--- config.mk ---
export PLATFORM = sky130hd
export DESIGN_NAME = chaikin_curve_subdivider
export DESIGN_NICKNAME = d
export VERILOG_FILES = /design/src/rtl/core/ccs_pkg.sv /design/src/rtl/core/chaikin_curve_subdivider.sv /design/src/rtl/core/ccs_cell.sv
export SDC_FILE = /design/constraint.sdc
export NUM_CORES = 1
export LEC_CHECK = 0
export BUFFER_PORTS_ARGS = -buffer_cell sky130_fd_sc_hd__buf_4
export CAP_MARGIN = 5
export CORE_MARGIN = 1
export CORE_UTILIZATION = 35
export DETAILED_ROUTE_END_ITERATION = 12
export GPL_ROUTABILITY_DRIVEN = 0
export PLACE_DENSITY = 0.61
export SLEW_MARGIN = 20
export SYNTH_ARGS = -nofsm -noshare
export SYNTH_HDL_FRONTEND = slang
export SYNTH_HIERARCHICAL = 1
export SYNTH_SLANG_ARGS = --single-unit
--- constraint.sdc ---
create_clock -name clk -period 5.2 [get_ports clk]
set_input_delay 1.3 -clock clk [delete_from_list [all_inputs] [get_ports clk]]
set_output_delay 1.3 -clock clk [all_outputs]
set_load 0.005 [all_outputs]
--- src/rtl/core/ccs_pkg.sv ---
// ccs_pkg: shared types, constants and the corner-cut helper for the Chaikin subdivider.
// No dependencies.
package ccs_pkg;

  localparam int COORD_W        = 16;
  localparam int LEVELS_W       = 3;
  localparam int MAX_LEVELS_DEF = 4;

  typedef logic signed [COORD_W-1:0] coord_t;

  typedef struct packed {
    coord_t pt_x;
    coord_t pt_y;
    logic   pt_last;
  } pt_in_t;

  typedef struct packed {
    coord_t out_x;
    coord_t out_y;
    logic   out_last;
  } pt_out_t;

  typedef struct packed {
    coord_t x;
    coord_t y;
    logic   last;
  } ccs_pt_t;

  // floor((3*a + b) / 4)
  function automatic coord_t ccs_cut(coord_t a, coord_t b);
    logic signed [COORD_W+1:0] ax;
    logic signed [COORD_W+1:0] bx;
    logic signed [COORD_W+1:0] s;
    ax = {{2{a[COORD_W-1]}}, a};
    bx = {{2{b[COORD_W-1]}}, b};
    s  = ax + (ax <<< 1) + bx;
    return s[COORD_W+1:2];
  endfunction

endpackage

--- src/rtl/core/chaikin_curve_subdivider.sv ---
// chaikin_curve_subdivider: top level, a chain of ccs_cell stages plus the levels register.
// Depends on ccs_pkg and ccs_cell.
//
// Points enter as words on the in_ channel, the final point of a polyline marked by
// pt_last, and leave on the out_ channel. cfg_wdata written with cfg_we sets the
// number of corner-cutting passes (reset 1, values above MAX_LEVELS act as MAX_LEVELS,
// zero passes points through). Each pass is one cell of the chain; each cell puts
// out one word per cycle while not stalled, so the output port runs at one word per
// cycle unless out_ready holds it off. An input word yields up to 2**levels output
// words (16 at four levels), and 2**(levels+1)-1 for the marked final point.
// Every cell, active or not, passes each word through two registers (work register
// and output register). Change cfg_wdata only while no polyline words are in flight.
module chaikin_curve_subdivider
  import ccs_pkg::*;
#(
  parameter int MAX_LEVELS = MAX_LEVELS_DEF
) (
  input  logic                clk,
  input  logic                rst_n,
  input  logic                in_valid,
  output logic                in_ready,
  input  pt_in_t              in_data,
  output logic                out_valid,
  input  logic                out_ready,
  output pt_out_t             out_data,
  input  logic                cfg_we,
  input  logic [LEVELS_W-1:0] cfg_wdata
);

  logic [LEVELS_W-1:0] levels_r, levels_nxt;
  logic [LEVELS_W-1:0] nlev;

  logic    ch_valid [MAX_LEVELS+1];
  logic    ch_ready [MAX_LEVELS+1];
  ccs_pt_t ch_pt    [MAX_LEVELS+1];

  always_comb begin
    levels_nxt = cfg_we ? cfg_wdata : levels_r;
    nlev = (levels_r > LEVELS_W'(MAX_LEVELS)) ? LEVELS_W'(MAX_LEVELS) : levels_r;
  end

  always_ff @(posedge clk) begin
    if (!rst_n) begin
      levels_r <= LEVELS_W'(1);
    end else begin
      levels_r <= levels_nxt;
    end
  end

  assign ch_valid[0]  = in_valid;
  assign in_ready     = ch_ready[0];
  assign ch_pt[0].x    = in_data.pt_x;
  assign ch_pt[0].y    = in_data.pt_y;
  assign ch_pt[0].last = in_data.pt_last;

  for (genvar i = 0; i < MAX_LEVELS; i++) begin : g_cell
    ccs_cell u_cell (
      .clk       (clk),
      .rst_n     (rst_n),
      .bypass    (LEVELS_W'(i) >= nlev),
      .in_valid  (ch_valid[i]),
      .in_ready  (ch_ready[i]),
      .in_pt     (ch_pt[i]),
      .out_valid (ch_valid[i+1]),
      .out_ready (ch_ready[i+1]),
      .out_pt    (ch_pt[i+1])
    );
  end

  assign out_valid             = ch_valid[MAX_LEVELS];
  assign ch_ready[MAX_LEVELS]  = out_ready;
  assign out_data.out_x        = ch_pt[MAX_LEVELS].x;
  assign out_data.out_y        = ch_pt[MAX_LEVELS].y;
  assign out_data.out_last     = ch_pt[MAX_LEVELS].last;

endmodule

--- src/rtl/core/ccs_cell.sv ---
// ccs_cell: one corner-cutting stage with its predecessor store and output register.
// Depends on ccs_pkg.
module ccs_cell
  import ccs_pkg::*;
(
  input  logic    clk,
  input  logic    rst_n,
  input  logic    bypass,
  input  logic    in_valid,
  output logic    in_ready,
  input  ccs_pt_t in_pt,
  output logic    out_valid,
  input  logic    out_ready,
  output ccs_pt_t out_pt
);

  typedef enum logic [1:0] {STEP_Q, STEP_R, STEP_P} step_t;

  // control
  logic    work_valid_r, work_valid_nxt;
  logic    pair_r, pair_nxt;
  step_t   step_r, step_nxt;
  logic    have_prev_r, have_prev_nxt;
  logic    ov_r, ov_nxt;
  // payload
  ccs_pt_t wp_r, wp_nxt;
  coord_t  wa_x_r, wa_x_nxt;
  coord_t  wa_y_r, wa_y_nxt;
  coord_t  prev_x_r, prev_x_nxt;
  coord_t  prev_y_r, prev_y_nxt;
  ccs_pt_t od_r, od_nxt;

  logic    can_emit;
  logic    is_final;
  logic    accept;
  ccs_pt_t word;

  always_comb begin
    can_emit = work_valid_r && (!ov_r || out_ready);
    is_final = !pair_r || (step_r == STEP_P) || ((step_r == STEP_R) && !wp_r.last);
    in_ready = !work_valid_r || (can_emit && is_final);
    accept   = in_valid && in_ready;

    word = wp_r;
    if (pair_r) begin
      case (step_r)
        STEP_Q: begin
          word.x    = ccs_cut(wa_x_r, wp_r.x);
          word.y    = ccs_cut(wa_y_r, wp_r.y);
          word.last = 1'b0;
        end
        STEP_R: begin
          word.x    = ccs_cut(wp_r.x, wa_x_r);
          word.y    = ccs_cut(wp_r.y, wa_y_r);
          word.last = 1'b0;
        end
        STEP_P: word = wp_r;
        default: word = wp_r;
      endcase
    end
  end

  always_comb begin
    work_valid_nxt = work_valid_r;
    pair_nxt       = pair_r;
    step_nxt       = step_r;
    have_prev_nxt  = have_prev_r;
    ov_nxt         = ov_r;
    wp_nxt         = wp_r;
    wa_x_nxt       = wa_x_r;
    wa_y_nxt       = wa_y_r;
    prev_x_nxt     = prev_x_r;
    prev_y_nxt     = prev_y_r;
    od_nxt         = od_r;

    if (ov_r && out_ready) begin
      ov_nxt = 1'b0;
    end
    if (can_emit) begin
      ov_nxt = 1'b1;
      od_nxt = word;
      if (is_final) begin
        work_valid_nxt = 1'b0;
      end else if (step_r == STEP_Q) begin
        step_nxt = STEP_R;
      end else begin
        step_nxt = STEP_P;
      end
    end
    if (accept) begin
      work_valid_nxt = 1'b1;
      step_nxt       = STEP_Q;
      wp_nxt         = in_pt;
      wa_x_nxt       = prev_x_r;
      wa_y_nxt       = prev_y_r;
      pair_nxt       = !bypass && have_prev_r;
      if (!bypass) begin
        if (!in_pt.last) begin
          have_prev_nxt = 1'b1;
          prev_x_nxt    = in_pt.x;
          prev_y_nxt    = in_pt.y;
        end else begin
          have_prev_nxt = 1'b0;
        end
      end
    end
  end

  always_ff @(posedge clk) begin
    if (!rst_n) begin
      work_valid_r <= 1'b0;
      pair_r       <= 1'b0;
      step_r       <= STEP_Q;
      have_prev_r  <= 1'b0;
      ov_r         <= 1'b0;
    end else begin
      work_valid_r <= work_valid_nxt;
      pair_r       <= pair_nxt;
      step_r       <= step_nxt;
      have_prev_r  <= have_prev_nxt;
      ov_r         <= ov_nxt;
    end
  end

  always_ff @(posedge clk) begin
    wp_r     <= wp_nxt;
    wa_x_r   <= wa_x_nxt;
    wa_y_r   <= wa_y_nxt;
    prev_x_r <= prev_x_nxt;
    prev_y_r <= prev_y_nxt;
    od_r     <= od_nxt;
  end

  assign out_valid = ov_r;
  assign out_pt    = od_r;

  // re-emit step only for a marked point that closes a pair
  a_step_p_only_last: assert property (@(posedge clk) disable iff (!rst_n)
    work_valid_r && (step_r == STEP_P) |-> pair_r && wp_r.last)
    else $error("ccs_cell: re-emit step without closing point");

  a_single_step_q: assert property (@(posedge clk) disable iff (!rst_n)
    work_valid_r && !pair_r |-> step_r == STEP_Q)
    else $error("ccs_cell: single-word item advanced its step");

  a_bypass_keeps_state: assert property (@(posedge clk) disable iff (!rst_n)
    bypass |=> $stable(have_prev_r))
    else $error("ccs_cell: bypassed stage touched its store");

  a_no_accept_mid_pair: assert property (@(posedge clk) disable iff (!rst_n)
    work_valid_r && pair_r && (step_r == STEP_Q) |-> !in_ready)
    else $error("ccs_cell: ready while a pair is pending");

endmodule

# Yosys cells after proc, flatten, opt, wreduce, memory -nomap -nowiden
# Index checks and enable logic that the tools add are counted.
# classes
add_sub_neg,32
n_lt_le_gt_ge,5
eq_ne,8
muxes,37
n_bitwise,13
reduce_logical,93
# ops
operator,n
adder 16 x 17 -> 18 bit,16
adder 18 x 16 -> 18 bit,16
case mux 33 bit (2 select lines),4
two-way mux 33 bit,4
two-way mux 1 bit,24
AND reduction 2 bit,12
nonzero test 2 bit,12
logical AND 1 bit,21
logical NOT 1 bit,20
logical OR 1 bit,16
inverter 1 bit,13
AND reduction 3 bit,4
equality test 2 x 1 -> 1 bit (second input constant),4
equality test 2 bit (second input constant),4
logical NOT 2 bit,4
two-way mux 2 bit,4
OR reduction 2 bit,4
>= comparator 1 x 3 -> 1 bit (first input constant),2
>= comparator 2 x 3 -> 1 bit (first input constant),2
> comparator 3 bit (second input constant),1
two-way mux 3 bit,1
# totals
ff_bits,547
inputBits,41
out_inout_bits,35
wordCells,249

# Depth between registers and ports, before layout
# Gate-level depths: netlist of run 1.
# logic_depth
depth_word,20
ltp_mapped,16
depth_no_buf,16

# By module
# Netlist of run 1, hierarchy kept.
# by_module_without_submodules
module,instances,cells_each,area_each_um2,seq_area_each_um2
ccs_cell at g_cell[3].u_cell,1,753,9032.4,4023.9
ccs_cell at g_cell[1].u_cell,1,764,8988.6,4023.9
ccs_cell at g_cell[2].u_cell,1,746,8908.5,4023.9
ccs_cell at g_cell[0].u_cell,1,704,8804.7,4023.9
chaikin_curve_subdivider,1,13,123.9,60.1

# Least setup slack after synthesis of run 1
# No wires, ideal clock.
# synth_path
kind,input to register
from,input out_ready
to,"register g_cell[0].u_cell.prev_x_r[0], enable pin"
setup_ns,0.464
t_arrival_ns,4.720
t_required_ns,4.736
setup_slack_ns,0.016
path_stages,13
n_path_buf,0
path_cell_list,nand2b_1 > a21o_1 > nand2b_1 > nand2_1 > nand2_1 > nand2b_1 > nand2_1 > nand2_1 > nand2b_1 > nand2_1 > nand2_1 > nand2_1 > nor3_1
# synth_rtl
element,line_no,rtl
start: declaration,chaikin_curve_subdivider.sv:24,"input logic out_ready,"
end signal: assignment,ccs_cell.sv:129,prev_x_r <= prev_x_nxt;
end: declaration,ccs_cell.sv:29,"coord_t prev_x_r, prev_x_nxt;"

==> reports/qor.json, run 1 <==
{
  "place.detailed.instances": {"value": 4395},
  "setup-tns-final": {"value": 0, "unit": "ps"},
  "layout_worst_path_cycle_share": {"value": 0.862},
  "dieHeight": {"value": 322, "unit": "um"},
  "p_int": {"value": 8.34, "unit": "mW"},
  "min-delay-start": {"value": "g_cell[2].u_cell/prev_y_r[9]"},
  "combinationalPowerShare": {"value": 0.143},
  "synth-main-ff-cell": {"value": "edfxtp_1"},
  "final.fill_count": {"value": 9626},
  "clock_tree.root_cell": {"value": "clkbuf_16"},
  "vias": {"value": 22474},
  "post-place-ws": {"value": 754, "unit": "ps"},
  "vdd_ir_drop_max": {"value": 0.392, "unit": "mV"},
  "final_non_filler_cells": {"value": 4501},
  "finish.net_count": {"value": 3623},
  "peak_usage_layer_in_the_global_routing_report": {"value": "met2"},
  "area_growth_syn_to_layout": {"value": 12.3, "unit": "%"},
  "drt_pre_antenna_iters": {"value": 5},
  "post-route-min-period": {"value": 4480, "unit": "ps"},
  "yosys_register_bits": {"value": 547},
  "grt_start_max_net_pins": {"value": 50},
  "synth_largest_area_cell": {"value": "edfxtp_1"},
  "synth_top_cells_by_count": {"value": "edfxtp_1, fa_1, ha_1"},
  "clock_insertion_delay_worst_skew": {"value": 630, "unit": "ps"},
  "first_global_vias": {"value": 22184},
  "clk_transition_reported_paths": {"value": 70, "unit": "ps"},
  "grt_setup_unrepaired": {"value": "false"},
  "grt_antenna_before_repair": {"value": 0},
  "grt_usage": {"value": 0.132},
  "ys_top_cells_by_area": {"value": "edfxtp_1, fa_1, ha_1"},
  "synth_fp_nets": {"value": 3517},
  "finalSetupViolations": {"value": 0},
  "ant_nets": {"value": 0},
  "clkSinkCount": {"value": 547},
  "die_x": {"value": 322, "unit": "um"},
  "cts.repair.resized": {"value": 0},
  "timing_hold_violations_final": {"value": 0},
  "start_kind": {"value": "primary input"},
  "path_delay_family": {"value": "simple AND/OR/NAND/NOR gates"},
  "switching_share": {"value": 0.247},
  "grt.met1_usage": {"value": 0.197},
  "share_of_power_burned_in_the_clock_network": {"value": 0.406},
  "global_routing_usage_on_met3": {"value": 0.0200},
  "insertedDiodeCount": {"value": 0},
  "drt-initial-drc-count": {"value": 1478},
  "final_global_route_overflow_total": {"value": 0},
  "post_route_cells_drive_above_1_share": {"value": 0.0887},
  "cts-hold-fix-buffers": {"value": 0},
  "holdCritPathClass": {"value": "reg2reg"},
  "worst_path_max_delay_cell": {"value": "nand2b_1"},
  "cts_htree_levels": {"value": 2},
  "synth_top_area_frac": {"value": 0.435},
  "finalMaxSlewViolations": {"value": 0},
  "report.power.total": {"value": 11.1, "unit": "mW"},
  "slew_headroom": {"value": 0.440},
  "row_count": {"value": 117},
  "synth.most_common_cell": {"value": "edfxtp_1"},
  "synthesis.area": {"value": 35900, "unit": "um^2"},
  "floorplan.die_area": {"value": 104000, "unit": "um^2"},
  "wl_per_cell": {"value": 14.9, "unit": "um"},
  "crit_path_end_kind": {"value": "output port"},
  "finalClockSkew": {"value": 26.5, "unit": "ps"},
  "top_level_ports": {"value": 76},
  "cts_tree": {"value": "done"},
  "totalWireLength": {"value": 67200, "unit": "um"},
  "timing.critical_path.required": {"value": 3900, "unit": "ps"},
  "regToRegStartpoint": {"value": "g_cell[3].u_cell/wp_r[18]"},
  "power_density": {"value": 275, "unit": "nW/um^2"},
  "io_buffers": {"value": 75},
  "numCtsBuffers": {"value": 57},
  "postSynthCellCount": {"value": 2980},
  "post_detailed_route_via_to_cell_ratio": {"value": 4.99},
  "synthArstFlopShare": {"value": 0},
  "worstSetupStartpoint": {"value": "out_ready"},
  "seq_power_share": {"value": 0.451},
  "yosysWarningCount": {"value": 6},
  "outcome": {"value": "finished, final reports clean"},
  "critical_path.max_fanout": {"value": 3},
  "clock.fmax": {"value": 0.223, "unit": "GHz"},
  "post_synth.cell_area_avg": {"value": 12.0, "unit": "um^2"},
  "grt_util_met2": {"value": 0.198},
  "path_buf_inv": {"value": 2},
  "hpwlAfterDp": {"value": 51600, "unit": "um"},
  "finalWorstSetupSlack": {"value": 718, "unit": "ps"},
  "critPathKind": {"value": "in2out"},
  "series_of_cell_instances_along_the_critical_path": {"value": "buf_4 > nand2b_1 > a21o_1 > nand2b_1 > nand2_1 > nand2_1 > nand2b_1 > nand2_1 > nand2_1 > nand2b_1 > nand2_1 > nand2_1 > buf_4"},
  "power.switching": {"value": 2.73, "unit": "mW"},
  "initial_util": {"value": 0.352},
  "placed_cell_area": {"value": 38200, "unit": "um^2"},
  "worst_slew_pin_slew": {"value": 837, "unit": "ps"},
  "finish.instance_area": {"value": 40300, "unit": "um^2"},
  "crit_arrival": {"value": 3180, "unit": "ps"},
  "first_pass_grt_wire_length": {"value": 113000, "unit": "um"},
  "postCtsSetupRepairBufs": {"value": 0},
  "critical_path.max_stage_delay": {"value": 220, "unit": "ps"},
  "cp_common_cell": {"value": "nand2_1"},
  "synth-edff-count": {"value": 520},
  "number_of_drc_violations_after_detailed_routing": {"value": 0},
  "seq_area_frac_synth": {"value": 0.451},
  "synth.lib_cells_used.distinct": {"value": 105},
  "cap_viol_max_count": {"value": 0},
  "core": {"value": 102000, "unit": "um^2"},
  "static-leakage-power": {"value": 15.0, "unit": "nW"},
  "cts.path.max_buffers": {"value": 3}
}
## registers in the layout, summed over array words and instances (netlist names)
name,cells
g_cell.u_cell/prev_x_r,64
g_cell.u_cell/wp_r,132
g_cell.u_cell/wa_x_r,64
g_cell.u_cell/out_valid,4
g_cell.u_cell/wa_y_r,64
g_cell.u_cell/step_r,8
g_cell.u_cell/pair_r,4
g_cell.u_cell/prev_y_r,64
g_cell.u_cell/work_valid_r,4
g_cell.u_cell/have_prev_r,4
g_cell.u_cell/out_pt,132
levels_r,3
## stage by stage
stage	hold WS (ps)	utilization
after floorplan	400	-
after global placement	401	0.375
after detailed placement	405	0.375
after CTS	401	0.396
after global routing	413	0.396
final	407	0.396
## cells by family after synthesis
logic type / count (synthesis) / share of synthesized area
AOI/OAI and AO/OA: 839 / 0.155
and+or+nand+nor: 737 / 0.0987
DFF: 547 / 0.451
adders and majority gates: 496 / 0.227
xor gates and xnor gates: 180 / 0.0440
buffers and inverters: 151 / 0.0165
muxes: 30 / 0.00848
## power by group through the flow
stage | logic [mW] | registers [mW] | clock network [mW]
after CTS | 1.59 | 4.99 | 4.64
after floorplan | 1.27 | 5.06 | 0
after global routing | 1.80 | 5.00 | 4.81
after global placement | 1.56 | 5.08 | 0
final | 1.59 | 4.99 | 4.50
after detailed placement | 1.57 | 5.09 | 0
## routing by layer
layer / wire, um / up-vias
met3: 2580 / 80
met2: 28500 / 351
met4: 1280 / 0
met5: 0 / -
li1: - / 11328
met1: 34800 / 10715
## worst register-to-register path: cells and delay by family (launching register included)
kind                       cells  cell delay (ps)
AOI/OAI and AO/OA              5             1230
adders and majority gates      2              940
DFF                            1              490
and+or+nand+nor                2              730
## path summary, 6_finish.rpt
path / cells after the start / to / slack, ps
hold / removal: 0 / g_cell[2].u_cell/wa_y_r[9] / 410
setup / recovery: 13 / in_ready / 720
hold reg to reg: 0 / g_cell[2].u_cell/wa_y_r[9] / 410
setup reg to reg: 9 / g_cell[3].u_cell/out_pt[32] / 1560
## cell usage in the layout (no fill, tap or decap), drive strengths merged, types with 9 or more instances in the layout
| cell | synthesis | routed |
|---|---|---|
| xnor2 | 107 | 107 |
| nand2 | 232 | 232 |
| and3 | 21 | 21 |
| a21o | 81 | 81 |
| clkbuf | 41 | 69 |
| and2 | 12 | 12 |
| a221oi | 9 | 9 |
| fa | 256 | 256 |
| clkinv | 1 | 15 |
| a211oi | 25 | 25 |
| nand3b | 11 | 11 |
| nor2 | 199 | 199 |
| xor2 | 73 | 73 |
| ha | 240 | 240 |
| dfxtp | 27 | 27 |
| nand4 | 24 | 24 |
| nor3 | 34 | 34 |
| nand3 | 44 | 44 |
| or3 | 18 | 18 |
| buf | 14 | 102 |
| inv | 95 | 102 |
| bufinv | 0 | 12 |
| nor2b | 37 | 37 |
| edfxtp | 520 | 520 |
| a31oi | 40 | 40 |
| a22oi | 14 | 14 |
| a21oi | 215 | 215 |
| o21bai | 22 | 22 |
| nor3b | 12 | 12 |
| a21boi | 14 | 14 |
| nand2b | 52 | 52 |
| or2 | 13 | 13 |
| o22ai | 14 | 14 |
| o211ai | 24 | 24 |
| o21ai | 216 | 216 |
| o21a | 47 | 47 |
| mux2i | 27 | 27 |
| o31ai | 15 | 15 |
## final cells by class
| type | count | area (um^2) | share of cell area |
|---|---|---|---|
| multi-input cells | 2282 | 19100 | 0.475 |
| inverters | 96 | 360 | 0.00895 |
| repair buffers | 102 | 803 | 0.0200 |
| clock buffers | 69 | 1540 | 0.0384 |
| flip-flops and latches | 547 | 16200 | 0.401 |
| well taps | 1368 | 1710 | 0.0425 |
| clock inverters | 37 | 546 | 0.0136 |
Power figures use the tool's default switching activity.
==> run 2: changes to the inputs <==
SYNTH_HIERARCHICAL = unset   (was 1)
==> run 2 against run 1 <==
  * Maximum frequency about the same
  * Largest power group unchanged
  * Design area down 1.4%
  * Largest cell class unchanged
  * Non-clock buffer count unchanged
  * Utilization about the same
  * Synthesized cell count down 1.4%
  * Critical path type unchanged
==> reports/qor.json, run 2 <==
{
  "synthArstFlopShare": {"value": 0, "change": "unchanged"},
  "most_frequent_standard_cell_in_the_layout_excluding_fill_and_tap_cells": {"value": "edfxtp_1"},
  "critical_path.max_fanout": {"value": 4, "change": "+1"},
  "regToRegStartpoint": {"value": "g_cell[3].u_cell.wa_x_r[1]"},
  "area_growth_syn_to_layout": {"value": 11.8, "unit": "%"},
  "io_buffers": {"value": 75, "change": "unchanged"},
  "regToRegSetupSlack": {"value": 1250, "unit": "ps", "change": "-310 ps"},
  "series_of_cell_instances_along_the_critical_path": {"value": "buf_4 > nand2b_1 > o31ai_1 > a31oi_1 > o21bai_1 > buf_4 > nand3_1 > a21oi_1 > inv_1 > buf_4"},
  "final_non_filler_cells": {"value": 4418, "change": "-1.8%"},
  "drt_pre_antenna_iters": {"value": 5, "change": "unchanged"},
  "critical_path.max_stage_delay": {"value": 400, "unit": "ps", "change": "+180 ps"},
  "synth-main-ff-cell": {"value": "edfxtp_1"},
  "floorplan.die_area": {"value": 103000, "unit": "um^2", "change": "-0.95%"},
  "worst_path_max_delay_cell": {"value": "a21oi_1"},
  "first_global_vias": {"value": 21944, "change": "-1.1%"},
  "critPathKind": {"value": "in2out"},
  "static-leakage-power": {"value": 14.6, "unit": "nW", "change": "-2.8%"},
  "drt-initial-drc-count": {"value": 1522, "change": "+3.0%"},
  "ant_nets": {"value": 0, "change": "unchanged"},
  "timing.critical_path.required": {"value": 3900, "unit": "ps", "change": "about the same"},
  "synth_largest_area_cell": {"value": "edfxtp_1"},
  "number_of_drc_violations_after_detailed_routing": {"value": 0, "change": "unchanged"},
  "grt_setup_unrepaired": {"value": "false"},
  "seq_area_frac_synth": {"value": 0.455, "change": "+0.00433"},
  "timing_hold_violations_final": {"value": 0, "change": "unchanged"},
  "cts.path.max_buffers": {"value": 3, "change": "unchanged"},
  "finalClockSkew": {"value": 24.6, "unit": "ps", "change": "-1.88 ps"},
  "final.fill_count": {"value": 9505, "change": "-1.3%"},
  "first_pass_grt_wire_length": {"value": 108000, "unit": "um", "change": "-4.2%"},
  "cts_htree_levels": {"value": 2, "change": "unchanged"},
  "cap_viol_max_count": {"value": 0, "change": "unchanged"},
  "initial_util": {"value": 0.354, "change": "+0.00169"},
  "ys_top_cells_by_area": {"value": "edfxtp_1, fa_1, ha_1"},
  "post_detailed_route_via_to_cell_ratio": {"value": 4.98, "change": "-0.34%"},
  "final_global_route_overflow_total": {"value": 0, "change": "unchanged"},
  "row_count": {"value": 116, "change": "-0.85%"},
  "dieHeight": {"value": 321, "unit": "um", "change": "-0.48%"},
  "cts.repair.resized": {"value": 0, "change": "unchanged"},
  "synth.lib_cells_used.distinct": {"value": 81, "change": "-23%"},
  "rr_endpoint": {"value": "g_cell[3].u_cell.out_pt[32]"},
  "post_route_cells_drive_above_1_share": {"value": 0.0840, "change": "-0.00477"},
  "die_x": {"value": 321, "unit": "um", "change": "-0.48%"},
  "start_kind": {"value": "primary input"},
  "place.detailed.instances": {"value": 4306, "change": "-2.0%"},
  "insertedDiodeCount": {"value": 0, "change": "unchanged"},
  "setup-tns-final": {"value": 0, "unit": "ps", "change": "unchanged"},
  "finish.net_count": {"value": 3549, "change": "-2.0%"},
  "grt_start_max_net_pins": {"value": 67, "change": "+34%"},
  "worst_slew_pin_slew": {"value": 975, "unit": "ps", "change": "+138 ps"},
  "multiInputGateArea": {"value": 18700, "unit": "um^2", "change": "-2.3%"},
  "postSynthCellCount": {"value": 2938, "change": "-1.4%"},
  "numCtsBuffers": {"value": 60, "change": "+5.3%"},
  "r2r.worst_path.cells": {"value": 11, "change": "+2"},
  "layout_worst_path_cycle_share": {"value": 0.861, "change": "about the same"},
  "synth-edff-count": {"value": 520, "change": "unchanged"},
  "hold_path_depth": {"value": 0, "change": "unchanged"},
  "cts-hold-fix-buffers": {"value": 0, "change": "unchanged"},
  "crit_arrival": {"value": 3180, "unit": "ps", "change": "about the same"},
  "clk_transition_reported_paths": {"value": 60, "unit": "ps", "change": "about the same"},
  "synth_fp_nets": {"value": 3475, "change": "-1.2%"},
  "cts_tree": {"value": "done"},
  "min-delay-start": {"value": "g_cell[0].u_cell.prev_x_r[14]"},
  "clock_insertion_delay_worst_skew": {"value": 630, "unit": "ps", "change": "about the same"},
  "mostFrequentLayoutCells": {"value": "edfxtp_1, fa_1, ha_1"},
  "synth.most_common_cell": {"value": "edfxtp_1"},
  "holdPathEnd": {"value": "g_cell[0].u_cell.wa_x_r[14]"},
  "totalWireLength": {"value": 63800, "unit": "um", "change": "-5.0%"},
  "synth_top_cells_by_count": {"value": "edfxtp_1, fa_1, ha_1"},
  "hpwlAfterDp": {"value": 48700, "unit": "um", "change": "-5.8%"},
  "layout.area.seq": {"value": 16200, "unit": "um^2", "change": "about the same"},
  "wl_per_cell": {"value": 14.5, "unit": "um", "change": "-3.2%"},
  "holdCritPathClass": {"value": "reg2reg"},
  "post_synth.cell_area_avg": {"value": 12.1, "unit": "um^2", "change": "+0.46%"},
  "core": {"value": 100000, "unit": "um^2", "change": "-1.4%"},
  "grt_usage": {"value": 0.125, "change": "-0.00639"},
  "yosysWarningCount": {"value": 0, "change": "-6"},
  "synthesis.area": {"value": 35500, "unit": "um^2", "change": "-0.95%"},
  "finalMaxSlewViolations": {"value": 0, "change": "unchanged"},
  "top_level_ports": {"value": 76, "change": "unchanged"},
  "vias": {"value": 21984, "change": "-2.2%"},
  "crit_path_end_kind": {"value": "output port"},
  "vdd_ir_drop_max": {"value": 0.236, "unit": "mV", "change": "-40%"},
  "clkSinkCount": {"value": 547, "change": "unchanged"},
  "finalSetupViolations": {"value": 0, "change": "unchanged"},
  "clock_tree.root_cell": {"value": "clkbuf_16"},
  "yosys_register_bits": {"value": 547, "change": "unchanged"},
  "cp_common_cell": {"value": "buf_4"},
  "outcome": {"value": "finished, final reports clean"},
  "post-route-min-period": {"value": 4480, "unit": "ps", "change": "-3.78 ps"},
  "power_density": {"value": 277, "unit": "nW/um^2", "change": "+0.84%"},
  "grt_antenna_before_repair": {"value": 0, "change": "unchanged"},
  "postCtsSetupRepairBufs": {"value": 0, "change": "unchanged"},
  "slew_headroom": {"value": 0.333, "change": "-0.107"},
  "clock.fmax": {"value": 0.223, "unit": "GHz", "change": "about the same"},
  "synth_top_area_frac": {"value": 0.440, "change": "+0.00419"}
}
==> run 2: cell count changes in the layout (fill, tap and decap cells not counted), sizes merged, moves of 19 or more <==
cell and delta:
a211oi +22, inv -22, a21o -28, nand2b -19, a31oi -22, nor3 +28
==> run 2: where the power goes <==
group | internal (mW) | switching, mW
clock network | 2.60 | 1.80
logic | 0.735 | 0.873
registers | 4.90 | 0.102
total | 8.23 | 2.78
==> run 2: cell families after synthesis <==
family | share of synthesized area
and+or+nand+nor | 0.0977
xor gates and xnor gates | 0.0456
DFF | 0.455
buffers and inverters | 0.0210
muxes | 0.00793
adders and majority gates | 0.229
AOI/OAI and AO/OA | 0.144
==> run 2: cell type report <==
type                       count  share of cell area
multi-input combinational   2228               0.471
sequential                   547               0.407
tap                         1357              0.0428
clock buffer                  72              0.0400
timing repair buffer         102              0.0204
clock inverter                39              0.0121
inverter                      73             0.00690
==> run 2: critical path: cells and delay by family <==
| kind | cells | cell delay [ps] |
|---|---|---|
| compound gates | 4 | 1050 |
| buf+inv | 4 | 540 |
| simple gates | 2 | 290 |
==> run 2: layer usage <==
metal,up-vias,wire length (um),GRT usage
li1,11127,-,-
met1,10438,32400,0.181
met2,317,27500,0.194
met3,102,2180,0.0177
met4,0,1720,0.0380
met5,-,0,0
==> run 2: worst max-delay path by stage <==
stage | from | to | slack, ps | cells past startpoint
after floorplan | out_ready | g_cell[1].u_cell.prev_x_r[0] | 370 | 7
after global placement | out_ready | in_ready | 720 | 10
after detailed placement | out_ready | in_ready | 710 | 10
after CTS | out_ready | in_ready | 690 | 10
after global routing | out_ready | in_ready | 510 | 10
final | out_ready | in_ready | 720 | 10
==> run 2: per-stage QoR <==
| stage | hold WS (ps) | worst slack [ps] | power [mW] | area (um^2) | util |
|---|---|---|---|---|---|
| 2_1_floorplan | 400 | 368 | 6.35 | 35500 | - |
| 3_3_place_gp | 400 | 718 | 6.67 | 37600 | 0.375 |
| 3_5_place_dp | 405 | 708 | 6.69 | 37600 | 0.375 |
| 4_1_cts | 405 | 687 | 11.2 | 39700 | 0.396 |
| 5_1_grt | 409 | 509 | 11.6 | 39700 | 0.396 |
| 6_report | 406 | 722 | 11.0 | 39700 | 0.396 |
